==> config.mk <==
export PLATFORM = sky130hd
export DESIGN_NAME = cepf_fifo
export DESIGN_NICKNAME = d
export VERILOG_FILES = /design/src/rtl/core/cherenkov_emission_point_finder_macros.svh /design/src/rtl/core/cepf_pkg.sv /design/src/rtl/core/cepf_fifo.sv
export SDC_FILE = /design/constraint.sdc
export NUM_CORES = 1
export LEC_CHECK = 0
export BUFFER_PORTS_ARGS = -buffer_cell sky130_fd_sc_hd__buf_2
export CELL_PAD_IN_SITES_DETAIL_PLACEMENT = 1
export CELL_PAD_IN_SITES_GLOBAL_PLACEMENT = 2
export CORE_UTILIZATION = 41
export CTS_CLUSTER_SIZE = 40
export DETAILED_ROUTE_END_ITERATION = 7
export PLACE_DENSITY = 0.92
export RECOVER_POWER = 50
export SYNTH_ARGS = -nofsm -noshare
export SYNTH_HDL_FRONTEND = slang
export SYNTH_SLANG_ARGS = --single-unit
==> constraint.sdc <==
create_clock -name clk_i -period 9.7 [get_ports clk_i]
set_input_delay 0.97 -clock clk_i [delete_from_list [all_inputs] [get_ports clk_i]]
set_output_delay 0.97 -clock clk_i [all_outputs]
set_load 0.05 [all_outputs]
==> src/rtl/core/cherenkov_emission_point_finder_macros.svh <==
// ----------------------------------------------------------------------------
// Assertion macros
// Shared concurrent assertion wrappers for the emission point finder.
// ----------------------------------------------------------------------------
`ifndef CHERENKOV_EMISSION_POINT_FINDER_MACROS_SVH
`define CHERENKOV_EMISSION_POINT_FINDER_MACROS_SVH

`ifndef SYNTHESIS
`define CEPF_ASSERT(name, clk, rst_n, prop, msg) \
  name: assert property (@(posedge clk) disable iff (!rst_n) prop) else $error(msg);
`define CEPF_ASSERT_NEVER(name, clk, rst_n, expr, msg) \
  `CEPF_ASSERT(name, clk, rst_n, !(expr), msg)
`else
`define CEPF_ASSERT(name, clk, rst_n, prop, msg)
`define CEPF_ASSERT_NEVER(name, clk, rst_n, expr, msg)
`endif

`endif

==> src/rtl/core/cepf_pkg.sv <==
// ----------------------------------------------------------------------------
// cepf_pkg
// Widths, types and constants of the emission point finder.
// ----------------------------------------------------------------------------
package cepf_pkg;

  localparam int POS_W        = 24;
  localparam int DIR_W        = 18;
  localparam int COS_W        = 17;
  localparam int REL_W        = 25;
  localparam int CNT_W        = 12;
  localparam int D2_W         = 36;
  localparam int DOT_W        = 45;
  localparam int PRD_W        = 43;
  localparam int MAG_W        = 44;
  localparam int Q_W          = 86;
  localparam int ACC_W        = 120;
  localparam int ROOT_W       = 60;
  localparam int UMUL_W       = 29;
  localparam int SH_W         = 7;
  localparam int CFG_IDX_W    = 3;
  localparam int CFG_DATA_W   = 24;
  localparam int QUEUE_DEPTH  = 2;
  localparam int MAX_HITS_DEF = 2048;

  localparam logic [POS_W-1:0] DIST_MAX   = 24'h7FFFFF;
  localparam logic [POS_W-1:0] DIST_MIN   = 24'h800000;
  localparam logic [DIR_W-1:0] DIR_Z_RST  = 18'h10000;
  localparam logic [COS_W-1:0] COS_SQ_RST = 17'd36193;

  typedef enum logic [CFG_IDX_W-1:0] {
    CFG_VERTEX_X,
    CFG_VERTEX_Y,
    CFG_VERTEX_Z,
    CFG_DIR_X,
    CFG_DIR_Y,
    CFG_DIR_Z,
    CFG_COS_SQ
  } cfg_idx_e;

  typedef enum logic [3:0] {
    S_IDLE,
    S_PROD,
    S_CLASS,
    S_SQ,
    S_SCALE,
    S_DIV1,
    S_SQRT,
    S_DIV2,
    S_EMIT
  } back_state_e;

  typedef struct packed {
    logic signed [REL_W-1:0] rel_x;
    logic signed [REL_W-1:0] rel_y;
    logic signed [REL_W-1:0] rel_z;
    logic                    sensor_kind;
    logic                    last_hit;
  } hit_t;

  typedef struct packed {
    logic signed [DIR_W-1:0] dir_x;
    logic signed [DIR_W-1:0] dir_y;
    logic signed [DIR_W-1:0] dir_z;
    logic [COS_W-1:0]        cos_sq;
  } track_t;

  typedef struct packed {
    logic             start;
    logic [ACC_W-1:0] dividend;
    logic [D2_W-1:0]  divisor;
  } div_req_t;

  typedef struct packed {
    logic             done;
    logic [ACC_W-1:0] quot;
  } div_rsp_t;

  typedef struct packed {
    logic             start;
    logic [ACC_W-1:0] radicand;
  } sqrt_req_t;

  typedef struct packed {
    logic              done;
    logic [ROOT_W-1:0] root;
  } sqrt_rsp_t;

endpackage

==> src/rtl/core/cepf_fifo.sv <==
// ----------------------------------------------------------------------------
// cepf_fifo
// Short queue between the front and the back.
// ----------------------------------------------------------------------------
module cepf_fifo #(
  parameter int DEPTH = cepf_pkg::QUEUE_DEPTH
) (
  input  logic           clk_i,
  input  logic           rst_ni,
  input  logic           push_vld_i,
  input  cepf_pkg::hit_t push_item_i,
  output logic           push_rdy_o,
  output logic           pop_vld_o,
  output cepf_pkg::hit_t pop_item_o,
  input  logic           pop_i
);
  import cepf_pkg::*;

  localparam int PTR_W = (DEPTH > 1) ? $clog2(DEPTH) : 1;
  localparam int CNT_W = $clog2(DEPTH + 1);

  hit_t             mem_q [DEPTH];
  logic [PTR_W-1:0] wr_ptr_q;
  logic [PTR_W-1:0] rd_ptr_q;
  logic [CNT_W-1:0] cnt_q;
  logic             push;
  logic             pop;

  assign push_rdy_o = (cnt_q != CNT_W'(DEPTH));
  assign pop_vld_o  = (cnt_q != '0);
  assign push       = push_vld_i && push_rdy_o;
  assign pop        = pop_i && pop_vld_o;
  assign pop_item_o = mem_q[rd_ptr_q];

  always_ff @(posedge clk_i or negedge rst_ni) begin
    if (!rst_ni) begin
      wr_ptr_q <= '0;
      rd_ptr_q <= '0;
      cnt_q    <= '0;
    end else begin
      if (push) begin
        wr_ptr_q <= (wr_ptr_q == PTR_W'(DEPTH - 1)) ? '0 : wr_ptr_q + 1'b1;
      end
      if (pop) begin
        rd_ptr_q <= (rd_ptr_q == PTR_W'(DEPTH - 1)) ? '0 : rd_ptr_q + 1'b1;
      end
      if (push && !pop) begin
        cnt_q <= cnt_q + 1'b1;
      end else if (pop && !push) begin
        cnt_q <= cnt_q - 1'b1;
      end
    end
  end

  always_ff @(posedge clk_i) begin
    if (push) begin
      mem_q[wr_ptr_q] <= push_item_i;
    end
  end

endmodule

==> run metrics <==
status=complete, but fails checks; violated checks=max-capacitance violations, max-slew violations; worst slack at placement=6.56 ns; most common library cells after synthesis=edfxtp_1 (154), mux2_2 (57), mux2_4 (20); Max FO, Critical Path=78; ant diodes=0; FF-to-FF End=mem_q[1][18]; drt total wl=10700 um; crit path from=rd_ptr_q; Net count, final=510; CTS Buf Count=17; ys async rst share=0.0253; top cell type by total area after synthesis=edfxtp_1; routability cong.=0.670; share of cells above drive strength 1=0.506; CTS sink count=158; Req. time, crit path=8.73 ns; Final Hold Fails=0; vias per cell=4.70; Mapped Area=0.00583 mm2; IO Pins=160; Synth top area share=0.793; post-synthesis instance total=258; Max IR drop VDD=181 uV; fmax=198 MHz; vias=2920; Critical Path AT=4.07 ns; # fillers=1331; Tmin final=5.04 ns; PostCTS Resize Cnt=0; Final Skew=0.00461 ns; first-pass GRT wire length=16500 um; clock buffer depth=2; largest net degree at the start of global routing=79; die area=0.0147 mm2; R2R Path Start=cnt_q[0]; GRT Total Usage=0.155; RSZ-0062 raised after global routing=no; WL/cell=17.2 um; Core ar.=0.0139 mm2; CTS tree=done; Hold Crit Class=in -> async; initial core utilization=0.420; Final Cycle Share=0.520; EDFF count, synth=154; vias in the first global route=3252; dominant synthesized flop cell=edfxtp_1; setup slack, reg-to-reg=5.97 ns; hold bufs inserted after CTS=0; post-route ant nets=0; Final Util=0.529; Fin Setup TNS=0 ns; Mapped Nets=340; post-synthesis register bit count=158; synth unique cells=15; final setup violating endpoints=0; Pins Over Slew Limit=157; Area Growth Syn to Fin=26.0%; Max-Cap Viols=2; CP max-delay cell=dfrtp_1; Worst Tran Pin Value=3.57 ns; R2R depth=2; setup bufs post-CTS=0; DRC viols=0; register area share after synthesis=0.810; crit-path max cell delay=2.78 ns; die height=121 um; Syn. warnings=0; 1st-iter DRT viols=153; most numerous cell in the Yosys netlist=edfxtp_1; drt first pass iters=4; Worst slew margin=-1.38; Port Buffer Count=159; GRT overflow=0; Mapped Avg Cell Area=22.6 um2; antenna violations before repair=0; Leak=0.00271 uW; final setup margin=4.66 ns; Area contributors post-synth=edfxtp_1 (79%), mux2_2 (11%), mux2_4 (5.2%); clk slew on worst S/H paths=0.06 ns; critical path capture point type=primary output; num rows=43; CP Launch Type=flip-flop; CTS H-tree depth=4; post-DP HPWL=6950 um; worst setup path category=reg -> out; Setup crit end=pop_item_o[60]; Cell Pwr Density=380 mW/mm2; worst skew pair latency=0.41 ns; die width=121 um; clock root buffer=clkbuf_16; crit path cell chain=mux2_2 > buf_2
-- power breakdown --
group,switching [uW],internal (uW),total (uW)
logic,729,336,1060
clock network,251,429,681
registers,108,943,1050
-- through the flow --
step	total power, uW	std cells	hold slack (ns)	instance area (um2)
2_1_floorplan	1900	258	0.456	5830
3_3_place_gp	2090	589	0.471	6810
3_5_place_dp	2120	589	0.487	6810
4_1_cts	2800	621	0.333	7410
5_1_grt	2920	621	0.385	7350
6_report	2800	621	0.380	7350
-- state kept, by name, summed over array words and instances, names as in the netlist --
name / count
rd_ptr_q: 1
cnt_q: 2
wr_ptr_q: 1
mem_q: 154
-- critical path, delay by kind of cell, from the launching register on --
family	cells	cell delay (ns)
DFF	1	2.78
buffers and inverters	1	0.28
muxes	1	0.57
-- metal layers --
metal / up-vias / track usage / part of all wire
met5: - / 0 / 0
met4: 0 / 0.0764 / 0.017
met3: 17 / 0.0498 / 0.064
met2: 108 / 0.271 / 0.54
met1: 1441 / 0.170 / 0.38
li1: 1354 / - / -
-- cells by family after synthesis --
group,count (synthesis),synth area share
buf+inv,10,0.0127
flops,158,0.810
fa+ha+maj,1,0.00215
mux,77,0.162
xor+xnor,5,0.00751
simple gates,7,0.00580
-- worst min path at each step --
stage / slack, ns / start / depth (start not counted) / to
2_1_floorplan: 0.46 / cnt_q[1] / 1 / cnt_q[1]
3_3_place_gp: 0.47 / cnt_q[1] / 1 / cnt_q[1]
3_5_place_dp: 0.49 / cnt_q[1] / 1 / cnt_q[1]
4_1_cts: 0.33 / rst_ni / 1 / cnt_q[1]
5_1_grt: 0.39 / rst_ni / 1 / cnt_q[1]
6_report: 0.38 / rst_ni / 1 / cnt_q[1]
-- cell usage in the layout (no fill, tap or decap), types with 2 or more instances in the layout --
master,n
buf_1,2
edfxtp_1,154
bufinv_16,4
mux2_4,20
xnor2_1,3
dfrtp_1,4
clkinv_2,3
mux2_2,57
xor2_1,2
clkinvlp_4,3
nand2_1,2
clkbuf_16,17
buf_2,115
clkbuf_1,46
-- cell type report --
cell class	count	area, um2	share of cell area
Clock inverter	11	166	0.0226
Sequential cell	158	4720	0.643
Multi-Input combinational cell	90	1040	0.141
Timing Repair Buffer	160	748	0.102
Tap cell	180	225	0.0306
Inverter	1	3.75	0.000511
Clock buffer	21	440	0.0599
(Power assumes the default switching activity.)
