$ cat src/rtl/core/cherenkov_emission_point_finder_macros.svh
// ----------------------------------------------------------------------------
// Assertion macros
// Shared concurrent assertion wrappers for the emission point finder.
// ----------------------------------------------------------------------------
`ifndef CHERENKOV_EMISSION_POINT_FINDER_MACROS_SVH
`define CHERENKOV_EMISSION_POINT_FINDER_MACROS_SVH

`ifndef SYNTHESIS
`define CEPF_ASSERT(name, clk, rst_n, prop, msg) \
  name: assert property (@(posedge clk) disable iff (!rst_n) prop) else $error(msg);
`define CEPF_ASSERT_NEVER(name, clk, rst_n, expr, msg) \
  `CEPF_ASSERT(name, clk, rst_n, !(expr), msg)
`else
`define CEPF_ASSERT(name, clk, rst_n, prop, msg)
`define CEPF_ASSERT_NEVER(name, clk, rst_n, expr, msg)
`endif

`endif

$ cat src/rtl/core/cepf_pkg.sv
// ----------------------------------------------------------------------------
// cepf_pkg
// Widths, types and constants of the emission point finder.
// ----------------------------------------------------------------------------
package cepf_pkg;

  localparam int POS_W        = 24;
  localparam int DIR_W        = 18;
  localparam int COS_W        = 17;
  localparam int REL_W        = 25;
  localparam int CNT_W        = 12;
  localparam int D2_W         = 36;
  localparam int DOT_W        = 45;
  localparam int PRD_W        = 43;
  localparam int MAG_W        = 44;
  localparam int Q_W          = 86;
  localparam int ACC_W        = 120;
  localparam int ROOT_W       = 60;
  localparam int UMUL_W       = 29;
  localparam int SH_W         = 7;
  localparam int CFG_IDX_W    = 3;
  localparam int CFG_DATA_W   = 24;
  localparam int QUEUE_DEPTH  = 2;
  localparam int MAX_HITS_DEF = 2048;

  localparam logic [POS_W-1:0] DIST_MAX   = 24'h7FFFFF;
  localparam logic [POS_W-1:0] DIST_MIN   = 24'h800000;
  localparam logic [DIR_W-1:0] DIR_Z_RST  = 18'h10000;
  localparam logic [COS_W-1:0] COS_SQ_RST = 17'd36193;

  typedef enum logic [CFG_IDX_W-1:0] {
    CFG_VERTEX_X,
    CFG_VERTEX_Y,
    CFG_VERTEX_Z,
    CFG_DIR_X,
    CFG_DIR_Y,
    CFG_DIR_Z,
    CFG_COS_SQ
  } cfg_idx_e;

  typedef enum logic [3:0] {
    S_IDLE,
    S_PROD,
    S_CLASS,
    S_SQ,
    S_SCALE,
    S_DIV1,
    S_SQRT,
    S_DIV2,
    S_EMIT
  } back_state_e;

  typedef struct packed {
    logic signed [REL_W-1:0] rel_x;
    logic signed [REL_W-1:0] rel_y;
    logic signed [REL_W-1:0] rel_z;
    logic                    sensor_kind;
    logic                    last_hit;
  } hit_t;

  typedef struct packed {
    logic signed [DIR_W-1:0] dir_x;
    logic signed [DIR_W-1:0] dir_y;
    logic signed [DIR_W-1:0] dir_z;
    logic [COS_W-1:0]        cos_sq;
  } track_t;

  typedef struct packed {
    logic             start;
    logic [ACC_W-1:0] dividend;
    logic [D2_W-1:0]  divisor;
  } div_req_t;

  typedef struct packed {
    logic             done;
    logic [ACC_W-1:0] quot;
  } div_rsp_t;

  typedef struct packed {
    logic             start;
    logic [ACC_W-1:0] radicand;
  } sqrt_req_t;

  typedef struct packed {
    logic              done;
    logic [ROOT_W-1:0] root;
  } sqrt_rsp_t;

endpackage

$ cat src/rtl/core/cepf_intf.sv
// ----------------------------------------------------------------------------
// cepf_hit_if / cepf_res_if
// Valid/ready channels for hits in and per-hit results out.
// ----------------------------------------------------------------------------
interface cepf_hit_if;
  logic        valid;
  logic        ready;
  logic [23:0] hit_x;
  logic [23:0] hit_y;
  logic [23:0] hit_z;
  logic        sensor_kind;
  logic        last_hit;

  modport source (output valid, hit_x, hit_y, hit_z, sensor_kind, last_hit, input ready);
  modport sink   (input valid, hit_x, hit_y, hit_z, sensor_kind, last_hit, output ready);
endinterface


$ cat src/rtl/core/cepf_front.sv
// ----------------------------------------------------------------------------
// cepf_front
// Takes hit transfers and forms the ray from the vertex to the sensor.
// ----------------------------------------------------------------------------
module cepf_front (
  input  logic                                clk_i,
  input  logic                                rst_ni,
  cepf_hit_if.sink                            hit,
  input  logic signed [cepf_pkg::POS_W-1:0]   vertex_x_i,
  input  logic signed [cepf_pkg::POS_W-1:0]   vertex_y_i,
  input  logic signed [cepf_pkg::POS_W-1:0]   vertex_z_i,
  output logic                                push_vld_o,
  output cepf_pkg::hit_t                      push_item_o,
  input  logic                                push_rdy_i
);
  import cepf_pkg::*;

  logic vld_q;
  hit_t ent_q;
  hit_t ent_d;

  assign hit.ready = !vld_q || push_rdy_i;

  always_comb begin
    ent_d.rel_x       = REL_W'($signed(hit.hit_x)) - REL_W'(vertex_x_i);
    ent_d.rel_y       = REL_W'($signed(hit.hit_y)) - REL_W'(vertex_y_i);
    ent_d.rel_z       = REL_W'($signed(hit.hit_z)) - REL_W'(vertex_z_i);
    ent_d.sensor_kind = hit.sensor_kind;
    ent_d.last_hit    = hit.last_hit;
  end

  always_ff @(posedge clk_i or negedge rst_ni) begin
    if (!rst_ni) begin
      vld_q <= 1'b0;
    end else if (hit.valid && hit.ready) begin
      vld_q <= 1'b1;
    end else if (push_rdy_i) begin
      vld_q <= 1'b0;
    end
  end

  always_ff @(posedge clk_i) begin
    if (hit.valid && hit.ready) begin
      ent_q <= ent_d;
    end
  end

  assign push_vld_o  = vld_q;
  assign push_item_o = ent_q;

endmodule

$ cat src/flat_wrapper.sv
// flat-port wrapper written by rule: the top's interface ports become plain ports
module cepf_front_flat import cepf_pkg::*;
  (clk_i, rst_ni, vertex_x_i, vertex_y_i, vertex_z_i, push_vld_o, push_item_o, push_rdy_i, hit_valid, hit_hit_x, hit_hit_y, hit_hit_z, hit_sensor_kind, hit_last_hit, hit_ready);
  cepf_hit_if hit_i ();
  input  logic clk_i;
  input  logic rst_ni;
  input  logic signed [cepf_pkg::POS_W-1:0] vertex_x_i;
  input  logic signed [cepf_pkg::POS_W-1:0] vertex_y_i;
  input  logic signed [cepf_pkg::POS_W-1:0] vertex_z_i;
  output logic push_vld_o;
  output cepf_pkg::hit_t push_item_o;
  input  logic push_rdy_i;
  input wire logic [$bits(hit_i.valid)-1:0] hit_valid;
  input wire logic [$bits(hit_i.hit_x)-1:0] hit_hit_x;
  input wire logic [$bits(hit_i.hit_y)-1:0] hit_hit_y;
  input wire logic [$bits(hit_i.hit_z)-1:0] hit_hit_z;
  input wire logic [$bits(hit_i.sensor_kind)-1:0] hit_sensor_kind;
  input wire logic [$bits(hit_i.last_hit)-1:0] hit_last_hit;
  output wire logic [$bits(hit_i.ready)-1:0] hit_ready;
  assign hit_i.valid = hit_valid;
  assign hit_i.hit_x = hit_hit_x;
  assign hit_i.hit_y = hit_hit_y;
  assign hit_i.hit_z = hit_hit_z;
  assign hit_i.sensor_kind = hit_sensor_kind;
  assign hit_i.last_hit = hit_last_hit;
  assign hit_ready = hit_i.ready;
  cepf_front u_core (.clk_i(clk_i), .rst_ni(rst_ni), .hit(hit_i), .vertex_x_i(vertex_x_i), .vertex_y_i(vertex_y_i), .vertex_z_i(vertex_z_i), .push_vld_o(push_vld_o), .push_item_o(push_item_o), .push_rdy_i(push_rdy_i));
endmodule
$ cat config.mk
export PLATFORM = sky130hd
export DESIGN_NAME = cepf_front_flat
export DESIGN_NICKNAME = d
export VERILOG_FILES = /design/src/rtl/core/cherenkov_emission_point_finder_macros.svh /design/src/rtl/core/cepf_pkg.sv /design/src/rtl/core/cepf_intf.sv /design/src/rtl/core/cepf_front.sv /design/src/flat_wrapper.sv
export SDC_FILE = /design/constraint.sdc
export NUM_CORES = 1
export LEC_CHECK = 0
export ABC_AREA = 1
export BUFFER_PORTS_ARGS = -buffer_cell sky130_fd_sc_hd__buf_4
export CORE_MARGIN = 4
export CORE_UTILIZATION = 30
export DETAILED_ROUTE_END_ITERATION = 6
export HOLD_SLACK_MARGIN = 0.12
export SYNTH_ARGS = -nofsm -noshare
export SYNTH_HDL_FRONTEND = slang
export SYNTH_SLANG_ARGS = --single-unit
export TNS_END_PERCENT = 20
$ cat constraint.sdc
create_clock -name clk_i -period 5.7 [get_ports clk_i]
set_clock_uncertainty 0.05 [all_clocks]
set_input_delay 0.57 -clock clk_i [delete_from_list [all_inputs] [get_ports clk_i]]
set_output_delay 0.57 -clock clk_i [all_outputs]
set_load 0.02 [all_outputs]
==> flow_summary.json <==
{
  "min_path_cells": 1,
  "final-setup-viol-count": 0,
  "ys_ff_latch": 78,
  "cts.path.max_buffers": 2,
  "worst_pin_slew_ps": 1132,
  "maxCapViolations": 0,
  "end_kind": "register",
  "start_kind": "input port",
  "antenna_cells": 0,
  "r2r.worst_path.cells": 2,
  "cts_tree": "yes",
  "fill_cells": 2836,
  "wl_per_cell_um": 13.01,
  "num_vias": 8165,
  "place_congestion": 0.8675,
  "synth_cells": 1299,
  "setup_tns_ps": 0,
  "chipWidth_um": 172.3,
  "drv_slew": 0,
  "avgSynthCellArea_um2": 6.235,
  "ios": 229,
  "drcViolationCount": 0,
  "cts_resized": 0,
  "switching_share_pct": 36.28,
  "clock_latency_ps": 350,
  "synthDistinctLibCells": 21,
  "rsz0062_at_grt": "false",
  "final_nets": 1765,
  "hpwl_mm": 20.51,
  "startpoint": "hit_hit_z[0]",
  "outcome": "complete, no violations",
  "p_per_area_nw_per_um2": 208.9,
  "seqPwrFrac_pct": 33.9,
  "holdPathEnd": "u_core.push_item_o[1]$_DFFE_PP_",
  "drive_gt1_share_pct": 17.80,
  "post-route-period-util_pct": 36.01,
  "p_comb_share_pct": 38.1,
  "timing.fmax_mhz": 487.2,
  "hold_path.class": "input port to register",
  "io_buffers": 228,
  "antenna_found_initial": 0,
  "path_clk_slew_ps": 70,
  "p_int_uw": 1406,
  "fin_hold_ws_ps": 355.4,
  "vias_per_cell": 4.343,
  "cts_sinks": 78,
  "first_global_vias": 7970,
  "start_util_pct": 30.82,
  "ys_async_sr_fraction_pct": 1.282,
  "syn_nets": 1524,
  "drtIter0Drc": 448,
  "ant_nets": 0,
  "grt-ovfl-total": 0,
  "worstPathMaxFanout": 3,
  "cts-root-buf": "clkbuf_16",
  "finalHoldViolCount": 0,
  "yosys_warnings": 0,
  "ys.flop_type": "edfxtp_1",
  "grt_use_total_pct": 16.45,
  "r2r-start": "u_core.push_vld_o$_DFFE_PN0P_",
  "ys_seq_area_share_pct": 28.86,
  "grt_max_degree": 78,
  "grt_pass1_wl_mm": 38.78,
  "crit_type": "input port to register",
  "cts_max_level": 3,
  "syn-cell-area_um2": 8099,
  "peakVddDrop_v": 0.0001037,
  "cp_data_arrival_time_ps": 2100,
  "synth_edf_count": 77,
  "die_area_um2": 29690,
  "p_switching_uw": 800.4,
  "rows": 59,
  "cts_made_buffers": 9,
  "worstHoldStart": "hit_sensor_kind",
  "wl_mm": 24.46,
  "fp.dieH_um": 172.3,
  "area_delta_synth_final_pct": 30.39,
  "period_needed_ps": 2053,
  "core_area_um2": 26280,
  "firstDrtPassIters": 5,
  "power.share.clock_pct": 27.9,
  "leakagePower_uw": 0.006215,
  "r2r-end": "u_core.push_item_o[19]$_DFFE_PP_",
  "r2r_slack_ps": 3780,
  "max-slew-margin-rel_pct": 24.55,
  "worstPathRequired_ps": 5750
}
## placed cells by master (no fill, tap or decap), types with 2 or more instances in the layout
master,count
nand3b_1,6
inv_1,345
nor2_1,75
nand2_2,10
nand4_1,19
nor3_1,6
xnor2_1,3
and2_1,4
nor2_2,17
a21oi_1,37
ha_1,72
fa_1,3
nand3_1,60
or2_0,3
nand2_1,521
edfxtp_1,77
nor2_4,2
xor2_1,35
clkinvlp_4,2
buf_4,229
clkbuf_16,9
## power by group through the flow
stage / combinational, uW / sequential [uW] / clock (uW)
finish: 841 / 749 / 616
global route: 950 / 754 / 662
CTS: 846 / 751 / 640
detailed placement: 842 / 761 / 0
global placement: 834 / 763 / 0
floorplan: 454 / 830 / 0
## kinds of logic (layout without fill, tap and decap cells)
group | Yosys count | count (layout) | share of synthesized area (%)
xor+xnor | 38 | 38 | 4.109
buf+inv | 345 | 591 | 15.99
fa+ha+maj | 75 | 75 | 11.86
flops | 78 | 78 | 28.86
compound gates | 38 | 38 | 2.348
simple gates | 725 | 725 | 36.83
## through the flow
stage	cells	utilization, %	setup WS, ps	total power (uW)	cell area (um2)
floorplan	1299	-	772.8	1285	8099
detailed placement	1863	39.00	3305	1603	10250
global route	1880	40.18	3544	2366	10560
global placement	1863	39.00	3345	1597	10250
finish	1880	40.18	3647	2206	10560
CTS	1880	40.18	3676	2237	10560
## registers in the layout, indices dropped and copies added, names as in the netlist
| name | count |
|---|---|
| u_core.push_item_o | 77 |
| u_core.push_vld_o | 1 |
## cells in the mapped netlist (6+ instances only)
master	instances	area, um2
edfxtp_1	77	2312
a21oi_1	38	190.2
nor2_1	75	281.5
nor2_2	17	106.4
nand2_1	521	1956
nand2_2	10	62.56
nand3_1	60	300.3
xor2_1	35	306.5
nand4_1	19	118.9
inv_1	345	1295
ha_1	72	900.9
nand3b_1	6	45.04
nor3_1	6	30.03
## how the worst max path moves through the flow
stage                                            end  slack, ps
detailed placement  u_core.push_item_o[22]$_DFFE_PP_       3300
global placement    u_core.push_item_o[22]$_DFFE_PP_       3340
finish              u_core.push_item_o[22]$_DFFE_PP_       3650
floorplan            u_core.push_item_o[0]$_DFFE_PP_        770
global route        u_core.push_item_o[26]$_DFFE_PP_       3540
CTS                 u_core.push_item_o[22]$_DFFE_PP_       3680
## routing by layer
metal  GRT usage [%]  vias to the layer above  share of wire (%)
li1                -                     4364                  -
met1           22.42                     3511                 46
met2           27.43                      269                 46
met3           2.721                       21                7.1
met4           3.794                        0                1.3
met5               0                        -                  0
## area by class of cell
cell class / count / area, um2 / area share [%]
multi-input cells: 876 / 4478 / 42.41
flip-flops and latches: 78 / 2337 / 22.13
repair buffers: 230 / 1729 / 16.37
inverters: 345 / 1295 / 12.26
well taps: 335 / 419.2 / 3.969
clock buffers: 11 / 242.7 / 2.299
clock inverters: 5 / 58.81 / 0.5569
## worst max-delay path, cell delays in order
cell	delay [ps]
buf_4	80
inv_1	30
ha_1	290
fa_1	440
inv_1	110
nand2_1	50
nand2_1	70
and2_1	160
nand3b_1	120
nand4_1	120
nand2_1	60
## what timing repair did
item,in CTS,in global routing
setup buffers,0,0
hold buffers,1,0
endpoints found under the hold margin,1,0
Note: power is estimated with default switching activity, not from simulation.
