==> src/rtl/core/cherenkov_emission_point_finder_macros.svh <==
// ----------------------------------------------------------------------------
// Assertion macros
// Shared concurrent assertion wrappers for the emission point finder.
// ----------------------------------------------------------------------------
`ifndef CHERENKOV_EMISSION_POINT_FINDER_MACROS_SVH
`define CHERENKOV_EMISSION_POINT_FINDER_MACROS_SVH

`ifndef SYNTHESIS
`define CEPF_ASSERT(name, clk, rst_n, prop, msg) \
  name: assert property (@(posedge clk) disable iff (!rst_n) prop) else $error(msg);
`define CEPF_ASSERT_NEVER(name, clk, rst_n, expr, msg) \
  `CEPF_ASSERT(name, clk, rst_n, !(expr), msg)
`else
`define CEPF_ASSERT(name, clk, rst_n, prop, msg)
`define CEPF_ASSERT_NEVER(name, clk, rst_n, expr, msg)
`endif

`endif

==> src/rtl/core/cepf_pkg.sv <==
// ----------------------------------------------------------------------------
// cepf_pkg
// Widths, types and constants of the emission point finder.
// ----------------------------------------------------------------------------
package cepf_pkg;

  localparam int POS_W        = 24;
  localparam int DIR_W        = 18;
  localparam int COS_W        = 17;
  localparam int REL_W        = 25;
  localparam int CNT_W        = 12;
  localparam int D2_W         = 36;
  localparam int DOT_W        = 45;
  localparam int PRD_W        = 43;
  localparam int MAG_W        = 44;
  localparam int Q_W          = 86;
  localparam int ACC_W        = 120;
  localparam int ROOT_W       = 60;
  localparam int UMUL_W       = 29;
  localparam int SH_W         = 7;
  localparam int CFG_IDX_W    = 3;
  localparam int CFG_DATA_W   = 24;
  localparam int QUEUE_DEPTH  = 2;
  localparam int MAX_HITS_DEF = 2048;

  localparam logic [POS_W-1:0] DIST_MAX   = 24'h7FFFFF;
  localparam logic [POS_W-1:0] DIST_MIN   = 24'h800000;
  localparam logic [DIR_W-1:0] DIR_Z_RST  = 18'h10000;
  localparam logic [COS_W-1:0] COS_SQ_RST = 17'd36193;

  typedef enum logic [CFG_IDX_W-1:0] {
    CFG_VERTEX_X,
    CFG_VERTEX_Y,
    CFG_VERTEX_Z,
    CFG_DIR_X,
    CFG_DIR_Y,
    CFG_DIR_Z,
    CFG_COS_SQ
  } cfg_idx_e;

  typedef enum logic [3:0] {
    S_IDLE,
    S_PROD,
    S_CLASS,
    S_SQ,
    S_SCALE,
    S_DIV1,
    S_SQRT,
    S_DIV2,
    S_EMIT
  } back_state_e;

  typedef struct packed {
    logic signed [REL_W-1:0] rel_x;
    logic signed [REL_W-1:0] rel_y;
    logic signed [REL_W-1:0] rel_z;
    logic                    sensor_kind;
    logic                    last_hit;
  } hit_t;

  typedef struct packed {
    logic signed [DIR_W-1:0] dir_x;
    logic signed [DIR_W-1:0] dir_y;
    logic signed [DIR_W-1:0] dir_z;
    logic [COS_W-1:0]        cos_sq;
  } track_t;

  typedef struct packed {
    logic             start;
    logic [ACC_W-1:0] dividend;
    logic [D2_W-1:0]  divisor;
  } div_req_t;

  typedef struct packed {
    logic             done;
    logic [ACC_W-1:0] quot;
  } div_rsp_t;

  typedef struct packed {
    logic             start;
    logic [ACC_W-1:0] radicand;
  } sqrt_req_t;

  typedef struct packed {
    logic              done;
    logic [ROOT_W-1:0] root;
  } sqrt_rsp_t;

endpackage

==> src/rtl/core/cepf_sqrt.sv <==
// ----------------------------------------------------------------------------
// cepf_sqrt
// Digit-by-digit integer square root, one root bit per cycle.
// ----------------------------------------------------------------------------
module cepf_sqrt (
  input  logic                clk_i,
  input  logic                rst_ni,
  input  cepf_pkg::sqrt_req_t req_i,
  output cepf_pkg::sqrt_rsp_t rsp_o
);
  import cepf_pkg::*;

  localparam int IT_W  = $clog2(ROOT_W);
  localparam int REM_W = ROOT_W + 2;

  logic [ACC_W-1:0]  n_q;
  logic [REM_W-1:0]  rem_q;
  logic [ROOT_W-1:0] root_q;
  logic [IT_W-1:0]   it_q;
  logic              busy_q;
  logic              done_q;
  logic [REM_W+1:0]  rem_sh;
  logic [REM_W+1:0]  trial;
  logic [REM_W+1:0]  rem_sub;
  logic              ge;

  assign rem_sh  = {rem_q, n_q[ACC_W-1:ACC_W-2]};
  assign trial   = (REM_W + 2)'({root_q, 2'b01});
  assign rem_sub = rem_sh - trial;
  assign ge      = (rem_sh >= trial);

  always_ff @(posedge clk_i or negedge rst_ni) begin
    if (!rst_ni) begin
      busy_q <= 1'b0;
      done_q <= 1'b0;
      it_q   <= '0;
    end else begin
      done_q <= 1'b0;
      if (req_i.start) begin
        busy_q <= 1'b1;
        it_q   <= '0;
      end else if (busy_q) begin
        it_q <= it_q + 1'b1;
        if (it_q == IT_W'(ROOT_W - 1)) begin
          busy_q <= 1'b0;
          done_q <= 1'b1;
        end
      end
    end
  end

  always_ff @(posedge clk_i) begin
    if (req_i.start) begin
      n_q    <= req_i.radicand;
      rem_q  <= '0;
      root_q <= '0;
    end else if (busy_q) begin
      rem_q  <= ge ? rem_sub[REM_W-1:0] : rem_sh[REM_W-1:0];
      root_q <= {root_q[ROOT_W-2:0], ge};
      n_q    <= {n_q[ACC_W-3:0], 2'b00};
    end
  end

  assign rsp_o.done = done_q;
  assign rsp_o.root = root_q;

endmodule

==> config.mk <==
export PLATFORM = sky130hd
export DESIGN_NAME = cepf_sqrt
export DESIGN_NICKNAME = d
export VERILOG_FILES = /design/src/rtl/core/cherenkov_emission_point_finder_macros.svh /design/src/rtl/core/cepf_pkg.sv /design/src/rtl/core/cepf_sqrt.sv
export SDC_FILE = /design/constraint.sdc
export NUM_CORES = 1
export LEC_CHECK = 0
export BUFFER_PORTS_ARGS = -buffer_cell sky130_fd_sc_hd__buf_2
export CORE_ASPECT_RATIO = 1.4
export CORE_UTILIZATION = 59
export CTS_BUF_LIST = sky130_fd_sc_hd__clkbuf_16
export DETAILED_ROUTE_END_ITERATION = 12
export GPL_ROUTABILITY_DRIVEN = 1
export MAX_ROUTING_LAYER = met4
export PLACE_DENSITY = 0.78
export SETUP_SLACK_MARGIN = 0.5
export SYNTH_ARGS = -nofsm -noshare
export SYNTH_HDL_FRONTEND = slang
export SYNTH_SLANG_ARGS = --single-unit
==> constraint.sdc <==
create_clock -name clk_i -period 4.5 [get_ports clk_i]
set_input_delay 0.9 -clock clk_i [delete_from_list [all_inputs] [get_ports clk_i]]
set_output_delay 0.9 -clock clk_i [all_outputs]
set_load 0.01 [all_outputs]
==> results.toml, run 1 <==
[status]
status = "finished, final reports clean"

[die]
die_area_sq_um = 25100
die_h_um = 187
num_rows = 67
start_util_pct = 60.3
fp.dieW_um = 134
coreArea_sq_um = 24000
pin_count = 184

[synth]
synth_top_family_by_area = "compound AO/OA/AOI/OAI gates"
syn-num-nets = 1674
synth_fa_ha_area_share_pct = 5.45
synth_compound_area_share_pct = 16.3
ys_async_sr_fraction_pct = 3.20
syn_area_per_cell_sq_um = 9.72
syn_area_sq_um = 14500
yosys_warnings = 0
yosys.area_share.simple_pct = 13.8
synth.yosys.seq_area_share_pct = 43.2
synth_xor_xnor_area_share_pct = 2.30
ys_ff_latch = 250
ys_types = 76
synth_edf_count = 120
muxShareOfSynthArea_pct = 13.8
synthCells = 1488
synth_flop_cell = "dfxtp_1"

[grt]
antenna_found_initial = 1
grt_pass1_wl_um = 57300
grt_pass1_vias = 11900
grt_max_degree = 121
grt_use_total_pct = 28.9
grt.overflow.total = 0

[worst_setup_path]
cp-end-kind = "register"
crit_path_max_fanout = 29
start_kind = "register"
cp.required_ps = 4930
worstSetupPathType = "register to register"
arrival_ps = 4200
r2r_slack_ps = 730

[drt]
drcViolationCount = 0
drt_iter0_drc = 743
detail_route.first_pass.iterations = 5
ant_nets = 0
wl_per_cell_um = 18.1
num_vias = 11700
wl_um = 35300
routed_via_density = 6.00

[layout]
multi_input_area_sq_um = 7470
fillCellCount = 1964
seqCellArea_sq_um = 6250
area_growth_pct = 12.7
final_area_sq_um = 16300
final_net_count = 1807
fin_util_pct = 68.0
drive_gt1_share_pct = 23.3

[clocking]
post-cts-setup-buffer-count = 0
htreeDepth = 1
cts_max_path_buffers = 3
cts_inserted_buffers = 26
tritoncts = "done"
hold_buffers = 0
cts.sinks = 250
clk_latency_ps = 540
clock_tree.root_cell = "clkbuf_16"
cts_resized = 0
clk_pin_slew_ps = 60

[timing]
max_freq_ghz = 0.266
tightest_slew_ps = 1070
finClkSkew_ps = 12.5
report.final.slew_viol_count = 0
maxSlewHeadroom_pct = 28.5
rsz0062_at_grt = "false"
post-route-min-period_ps = 3770
setup_viol = 0
tns_ps = 0
finalHoldViolCount = 0
post-route-period-util_pct = 83.7

[power_and_ir_drop]
ir_worst_vdd_mv = 0.398
power_density_nw_per_um2 = 646
p_total_w = 0.0105
power_leakage_nw = 7.23

[flow_run]
maxCapViolations = 0

[place]
place_congestion = 0.979
placed_cell_area_sq_um = 15500
port_buffers = 183
place_hpwl_um = 25100

[worst_hold_path]
hp-class = "input pin to async pin"
-- worst max-delay path: stages (launching register included) --
cell and delay [ps]:
dfxtp_1 360, inv_1 60, ha_1 460, nand4_4 150
or4_1 570, or4_1 560, a31oi_1 240, or3_2 560
buf_4 300, nand3_1 90, a311oi_1 300
-- report_power, final --
group / switching [W] / leakage, nW / internal, W
logic: 0.00323 / 4.43 / 0.00225
registers: 0.000220 / 2.38 / 0.00275
clock network: 0.000912 / 0.422 / 0.00116
-- cell families after synthesis --
group,count (synthesis)
compound gates,341
xor+xnor,38
fa+ha+maj,63
buf+inv,176
flops,250
mux,184
simple gates,436
-- synthesized netlist by cell type, types with 32 or more instances --
master    number  area (sq um)
a21o_1        34           255
o21ai_0       53           265
nand2_1      136           510
a21oi_1       94           470
dfxtp_1      122          2440
inv_1         81           304
mux2_2       121          1360
ha_1          63           788
edfxtp_1     120          3600
nor2_1       150           563
mux2i_1       63           631
clkbuf_1      59           221
a311oi_1      32           280
-- flip-flops by register name (all words and copies together), names as in the netlist --
register	flops
n_q	120
rem_q	62
root_q	60
it_q	6
busy_q	1
done_q	1
-- metal layers --
metal / GRT usage, % / routed length (um) / up-vias / share of wire, %
met2: 51.3 / 18100 / 356 / 51
li1: - / - / 5703 / -
met3: 5.45 / 2090 / 83 / 5.9
met4: 11.6 / 1280 / 0 / 3.6
met1: 31.6 / 13900 / 5565 / 39
met5: - / 0 / - / 0
-- area by class of cell --
type / count / area share [%]
diodes: 1 / 0.0154
flip-flops and latches: 250 / 38.4
repair buffers: 200 / 6.53
well taps: 310 / 2.38
clock buffers: 26 / 3.99
multi-input cells: 1062 / 45.8
inverters: 81 / 1.89
clock inverters: 22 / 0.998
-- placed cells by master, fill, tap and decap left out, drive strengths merged, types with 24 or more instances in the layout --
master	Yosys	routed
ha	63	63
nor3	30	30
nand2	137	137
nor2	150	150
a311oi	37	37
edfxtp	120	120
buf	35	199
clkbuf	60	27
o21ai	55	55
a21oi	94	94
inv	81	89
dfxtp	122	122
mux2i	63	63
xnor2	24	24
nand3	24	24
mux2	121	121
a21o	34	34
-- per-stage QoR --
step | setup WS [ps] | cells | hold WS [ps]
2_1_floorplan | 779 | 1488 | 442
3_3_place_gp | 833 | 1903 | 466
3_5_place_dp | 735 | 1903 | 471
4_1_cts | 706 | 1951 | 175
5_1_grt | 504 | 1952 | 189
6_report | 734 | 1952 | 189
-- path summary, 6_finish.rpt --
kind,cells past startpoint,endpoint,startpoint
setup / recovery,10,rem_q[2],root_q[19]
hold / removal,1,it_q[5],rst_ni
setup reg to reg,10,rem_q[2],root_q[19]
hold reg to reg,2,rem_q[60],rem_q[60]
max in group asynchronous,1,busy_q,rst_ni
min in group clk_i,2,rem_q[60],rem_q[60]
Power figures use the tool's default switching activity.
==> run 2: changes to the inputs <==
- clock period: 4.5 -> 3.67 ns (I/O delays scaled with it)
==> results.toml, run 2 (synthesis gave the netlist of run 1 again) <==
[status]
status = "finished, final reports clean"

[worst_setup_path]
slowest_stage = "or4_4"
arrival_ps = 3720
crit_family = "simple AND/OR/NAND/NOR gates"
start_kind = "register"
worstPathCellList = "inv_2 -> ha_4 -> nand4_4 -> or4_4 -> or4_4 -> a31oi_4 -> buf_6 -> buf_12 -> nor3_4 -> or3_1 -> mux2_4 -> a21oi_2"
worstSetupPathType = "register to register"
cp-end-kind = "register"
cp.required_ps = 4140
crit_path_max_fanout = 4
crit_top_cell = "or4_4"
critPathBufInv = 3
cp_slowest_stage_delay_ps = 570

[layout]
reg_top3 = "n_q (120), rem_q (62), root_q (60)"
multi_input_area_sq_um = 8040
area_growth_pct = 22.2
top_register = "n_q"
fillCellCount = 1771
seqCellArea_sq_um = 6280
final_net_count = 1876
mostFrequentLayoutCell = "buf_2"
mostFrequentLayoutCells = "182 x buf_2, 148 x nor2_1, 134 x nand2_1, 120 x mux2_2, 120 x edfxtp_1"
largest_reg_flops = 120
drive_gt1_share_pct = 32.2

[place]
place_hpwl_um = 25600
port_buffers = 183
place_congestion = 1.02

[timing]
tightest_slew_ps = 896
rsz0062_at_grt = "true"
setup_viol = 0
finalHoldViolCount = 0
tns_ps = 0
finClkSkew_ps = 15.4
maxSlewHeadroom_pct = 40.3
post-route-period-util_pct = 88.6
whs_ps = 28.0
max_freq_ghz = 0.308
report.final.slew_viol_count = 0
post-route-min-period_ps = 3250

[die]
die_area_sq_um = 25100
die_h_um = 187
coreArea_sq_um = 24000
num_rows = 67
pin_count = 184
start_util_pct = 60.3
fp.dieW_um = 134

[clocking]
cts.sinks = 250
clk_pin_slew_ps = 70
clock_tree.root_cell = "clkbuf_16"
cts_max_path_buffers = 3
tritoncts = "done"
clk_latency_ps = 540
cts_inserted_buffers = 27
htreeDepth = 1

[drt]
wl_met1_um = 14600
wl_met3_um = 2620
wl_um = 38900
routed_via_density = 6.09
wl_per_cell_um = 19.2
drcViolationCount = 0
num_vias = 12300
met2_length_um = 19700
routed.top_layer = "met4"
ant_nets = 0
detail_route.first_pass.iterations = 8
drt_iter0_drc = 853

[worst_hold_path]
hp-class = "input pin to async pin"

[grt]
antenna_found_initial = 3
grt_use_total_pct = 30.9
grt.overflow.total = 0
grt_pass1_vias = 12300
grt_pass1_wl_um = 60700
grt_max_degree = 159

[power_and_ir_drop]
ir_worst_vdd_mv = 0.538
power_density_nw_per_um2 = 848
power_leakage_nw = 7.73

[flow_run]
maxCapViolations = 0
==> run 2: changes by cell type in the layout (fill, tap and decap cells not counted), sizes merged <==
cell	delta
or3	+1
diode	+2
nor3	+1
clkbuf	+1
buf	+66
bufinv	+5
clkinv	-5
==> run 2: what timing repair did <==
item	in CTS	in global routing
hold endpoints to repair	0	0
cloned	3	0
hold buffers	0	0
pin swaps	18	37
gates resized for setup	71	72
setup buffers	24	25
endpoints found under the setup margin	62	62
==> run 2: power breakdown <==
| group | switching, W | total, W | internal (W) |
|---|---|---|---|
| Sequential | 0.000326 | 0.00370 | 0.00338 |
| Clock | 0.00114 | 0.00297 | 0.00183 |
| Combinational | 0.00460 | 0.00832 | 0.00372 |
| Total | 0.00606 | 0.0150 | 0.00893 |
==> run 2: layout make-up <==
cell class                      instances  share of cell area (%)
Multi-Input combinational cell       1064                    45.5
Sequential cell                       250                    35.5
Timing Repair Buffer                  266                    9.55
Clock buffer                           27                    3.82
Tap cell                              310                    2.20
Inverter                               81                    1.74
Clock inverter                         22                    1.62
Antenna cell                            3                  0.0425
==> run 2: final timing paths <==
path / slack, ps / to / cells past startpoint / from
max in group asynchronous: 3450 / busy_q / 1 / rst_ni
min in group clk_i: 490 / n_q[1] / 2 / req_i[1]
setup / recovery: 420 / rem_q[54] / 12 / root_q[19]
setup reg to reg: 420 / rem_q[54] / 12 / root_q[19]
hold / removal: 30 / it_q[2] / 1 / rst_ni
hold reg to reg: 490 / rem_q[29] / 2 / rem_q[29]
==> run 2: metrics by stage <==
step                total power [W]  setup slack [ps]  area [sq um]  cells  util, %
finish                       0.0150               418         17700   2023     73.7
global route                 0.0158               373         17700   2023     73.7
CTS                          0.0142               506         17200   1995     71.8
detailed placement           0.0105               110         15600   1919     65.2
global placement             0.0104               199         15600   1919     65.2
floorplan                   0.00886               420         14500   1488        -
==> run 2: worst register-to-register path, delay by kind of cell, from the launching register on <==
family | cells | cell delay [ps]
adder cells (fa/ha/maj) | 1 | 270
AO/OA/AOI/OAI | 2 | 390
flip-flops | 1 | 350
buffers and inverters | 3 | 280
multiplexers | 1 | 280
AND/OR/NAND/NOR | 5 | 1600
==> run 2: layer usage <==
layer | GRT usage (%) | vias up
met3 | 5.85 | 131
met5 | - | -
met1 | 33.7 | 5852
met4 | 16.0 | 0
met2 | 53.1 | 494
li1 | - | 5848
==> run 3: changes to the inputs <==
- CORE_UTILIZATION: 59 -> 63
- PLACE_DENSITY: 0.78 -> 0.83
- clock period: 3.67 -> 3.9 ns (I/O delays scaled with it)
==> results.toml, run 3 (synthesis gave the netlist of run 1 again) <==
[drt]
wl_um = 38000
wl_per_cell_um = 19.4
drcViolationCount = 0
ant_nets = 0
num_vias = 12200
routed_via_density = 6.22
detail_route.first_pass.iterations = 6
drt_iter0_drc = 1050

[layout]
final_net_count = 1822
area_growth_pct = 16.2
final_area_sq_um = 16800
fillCellCount = 1591
fin_util_pct = 74.5
mostFrequentLayoutCells = "182 x buf_2, 149 x nor2_1, 135 x nand2_1, 121 x mux2_2, 120 x edfxtp_1"
largest_reg_flops = 120
drive_gt1_share_pct = 26.9
mostFrequentLayoutCell = "buf_2"
reg_top3 = "n_q (120), rem_q (62), root_q (60)"
top_register = "n_q"

[timing]
setup_viol = 0
tns_ps = 0
tightest_slew_ps = 945
finalHoldViolCount = 0
rsz0062_at_grt = "true"
max_freq_ghz = 0.295
post-route-min-period_ps = 3390
post-route-period-util_pct = 86.8
maxSlewHeadroom_pct = 37.0
report.final.slew_viol_count = 0
setup_ws_ps = 513
finClkSkew_ps = 15.3

[clocking]
cts.sinks = 250
clock_tree.root_cell = "clkbuf_16"
cts_inserted_buffers = 25
cts_max_path_buffers = 3
tritoncts = "done"
hold_buffers = 0
clk_pin_slew_ps = 80
clk_latency_ps = 540
htreeDepth = 1

[grt]
antenna_found_initial = 1
grt_use_total_pct = 32.0
grt_pass1_vias = 11900
grt_max_degree = 159
grt.overflow.total = 0
grt_pass1_wl_um = 58300

[die]
die_area_sq_um = 23600
coreArea_sq_um = 22500
pin_count = 184
start_util_pct = 64.2
die_h_um = 181
num_rows = 65
fp.dieW_um = 130

[worst_setup_path]
arrival_ps = 3850
start_kind = "register"
crit_path_max_fanout = 5
critPathBufInv = 1
worstSetupPathType = "register to register"
cp.required_ps = 4360
cp_slowest_stage_delay_ps = 560
slowest_stage = "or4_4"
worstPathCellList = "inv_1 -> ha_4 -> nand4_4 -> or4_4 -> a311o_2 -> a211oi_4 -> o311ai_4 -> a2111oi_2 -> mux2_2 -> a22oi_2"
cp-end-kind = "register"
crit_family = "compound AO/OA/AOI/OAI gates"

[worst_hold_path]
hp-class = "input pin to async pin"

[flow_run]
maxCapViolations = 0

[place]
placed_cell_area_sq_um = 15500
place_hpwl_um = 25300
place_congestion = 0.972
place_ws_ps = 334
port_buffers = 183

[power_and_ir_drop]
power_density_nw_per_um2 = 777
ir_worst_vdd_mv = 0.460
power_leakage_nw = 7.37

[status]
status = "finished, final reports clean"
==> run 3: cell types whose count changed in the layout (fill, tap and decap cells not counted), moves of 7 or more <==
cell / previous run / this run
a21oi_1: 86 / 93
buf_6: 10 / 1
o21ai_0: 42 / 50
dfxtp_1: 100 / 114
a21oi_2: 8 / 1
ha_1: 34 / 45
dfxtp_2: 21 / 8
ha_4: 19 / 10
buf_4: 65 / 29
==> run 3: layout make-up <==
class / count / area, sq um / area share [%]
multi-input combinational: 1062 / 7740 / 46.1
sequential: 250 / 6260 / 37.3
timing repair buffer: 216 / 1210 / 7.23
clock buffer: 26 / 651 / 3.87
tap: 301 / 377 / 2.24
inverter: 81 / 308 / 1.83
clock inverter: 20 / 241 / 1.44
antenna: 1 / 2.50 / 0.0149
==> run 3: layer usage <==
metal | vias up | GRT usage [%] | part of all wire, %
met2 | 481 | 55.2 | 52
met1 | 5814 | 35.4 | 37
met3 | 144 | 5.98 | 6.6
met5 | - | - | 0
met4 | 0 | 13.9 | 4.7
li1 | 5729 | - | -
==> run 3: final timing paths <==
path / startpoint / to / slack (ps) / depth (start not counted)
min reg2reg: rem_q[58] / rem_q[58] / 500 / 2
max reg2reg: root_q[19] / rem_q[60] / 510 / 10
min: rst_ni / it_q[3] / 70 / 1
max in group asynchronous: rst_ni / busy_q / 3640 / 1
min in group clk_i: rem_q[58] / rem_q[58] / 500 / 2
max: root_q[19] / rem_q[60] / 510 / 10
==> run 3: report_power, final <==
part / internal [W] / switching [W]
registers: 0.00317 / 0.000291
logic: 0.00291 / 0.00403
clock network: 0.00156 / 0.00109
==> run 3: metrics by stage <==
| stage | hold WS [ps] | instances | total power (W) |
|---|---|---|---|
| global placement | 463 | 1894 | 0.00962 |
| detailed placement | 466 | 1894 | 0.00975 |
| global route | 77.6 | 1957 | 0.0138 |
| CTS | 71.5 | 1941 | 0.0125 |
| finish | 73.7 | 1957 | 0.0130 |
| floorplan | 442 | 1488 | 0.00833 |
==> run 3: worst reg2reg max path: stages (launching register included) <==
cell	delay (ps)
dfxtp_2	370
inv_1	80
ha_4	310
nand4_4	120
or4_4	560
a311o_2	450
a211oi_4	310
o311ai_4	170
a2111oi_2	390
mux2_2	380
a22oi_2	170
==> run 3: timing repair <==
| item | 4_1_cts | 5_1_grt |
|---|---|---|
| setup buffers | 1 | 15 |
| endpoints found under the setup margin | 58 | 57 |
| gates resized for setup | 17 | 43 |
| pin swaps | 2 | 13 |
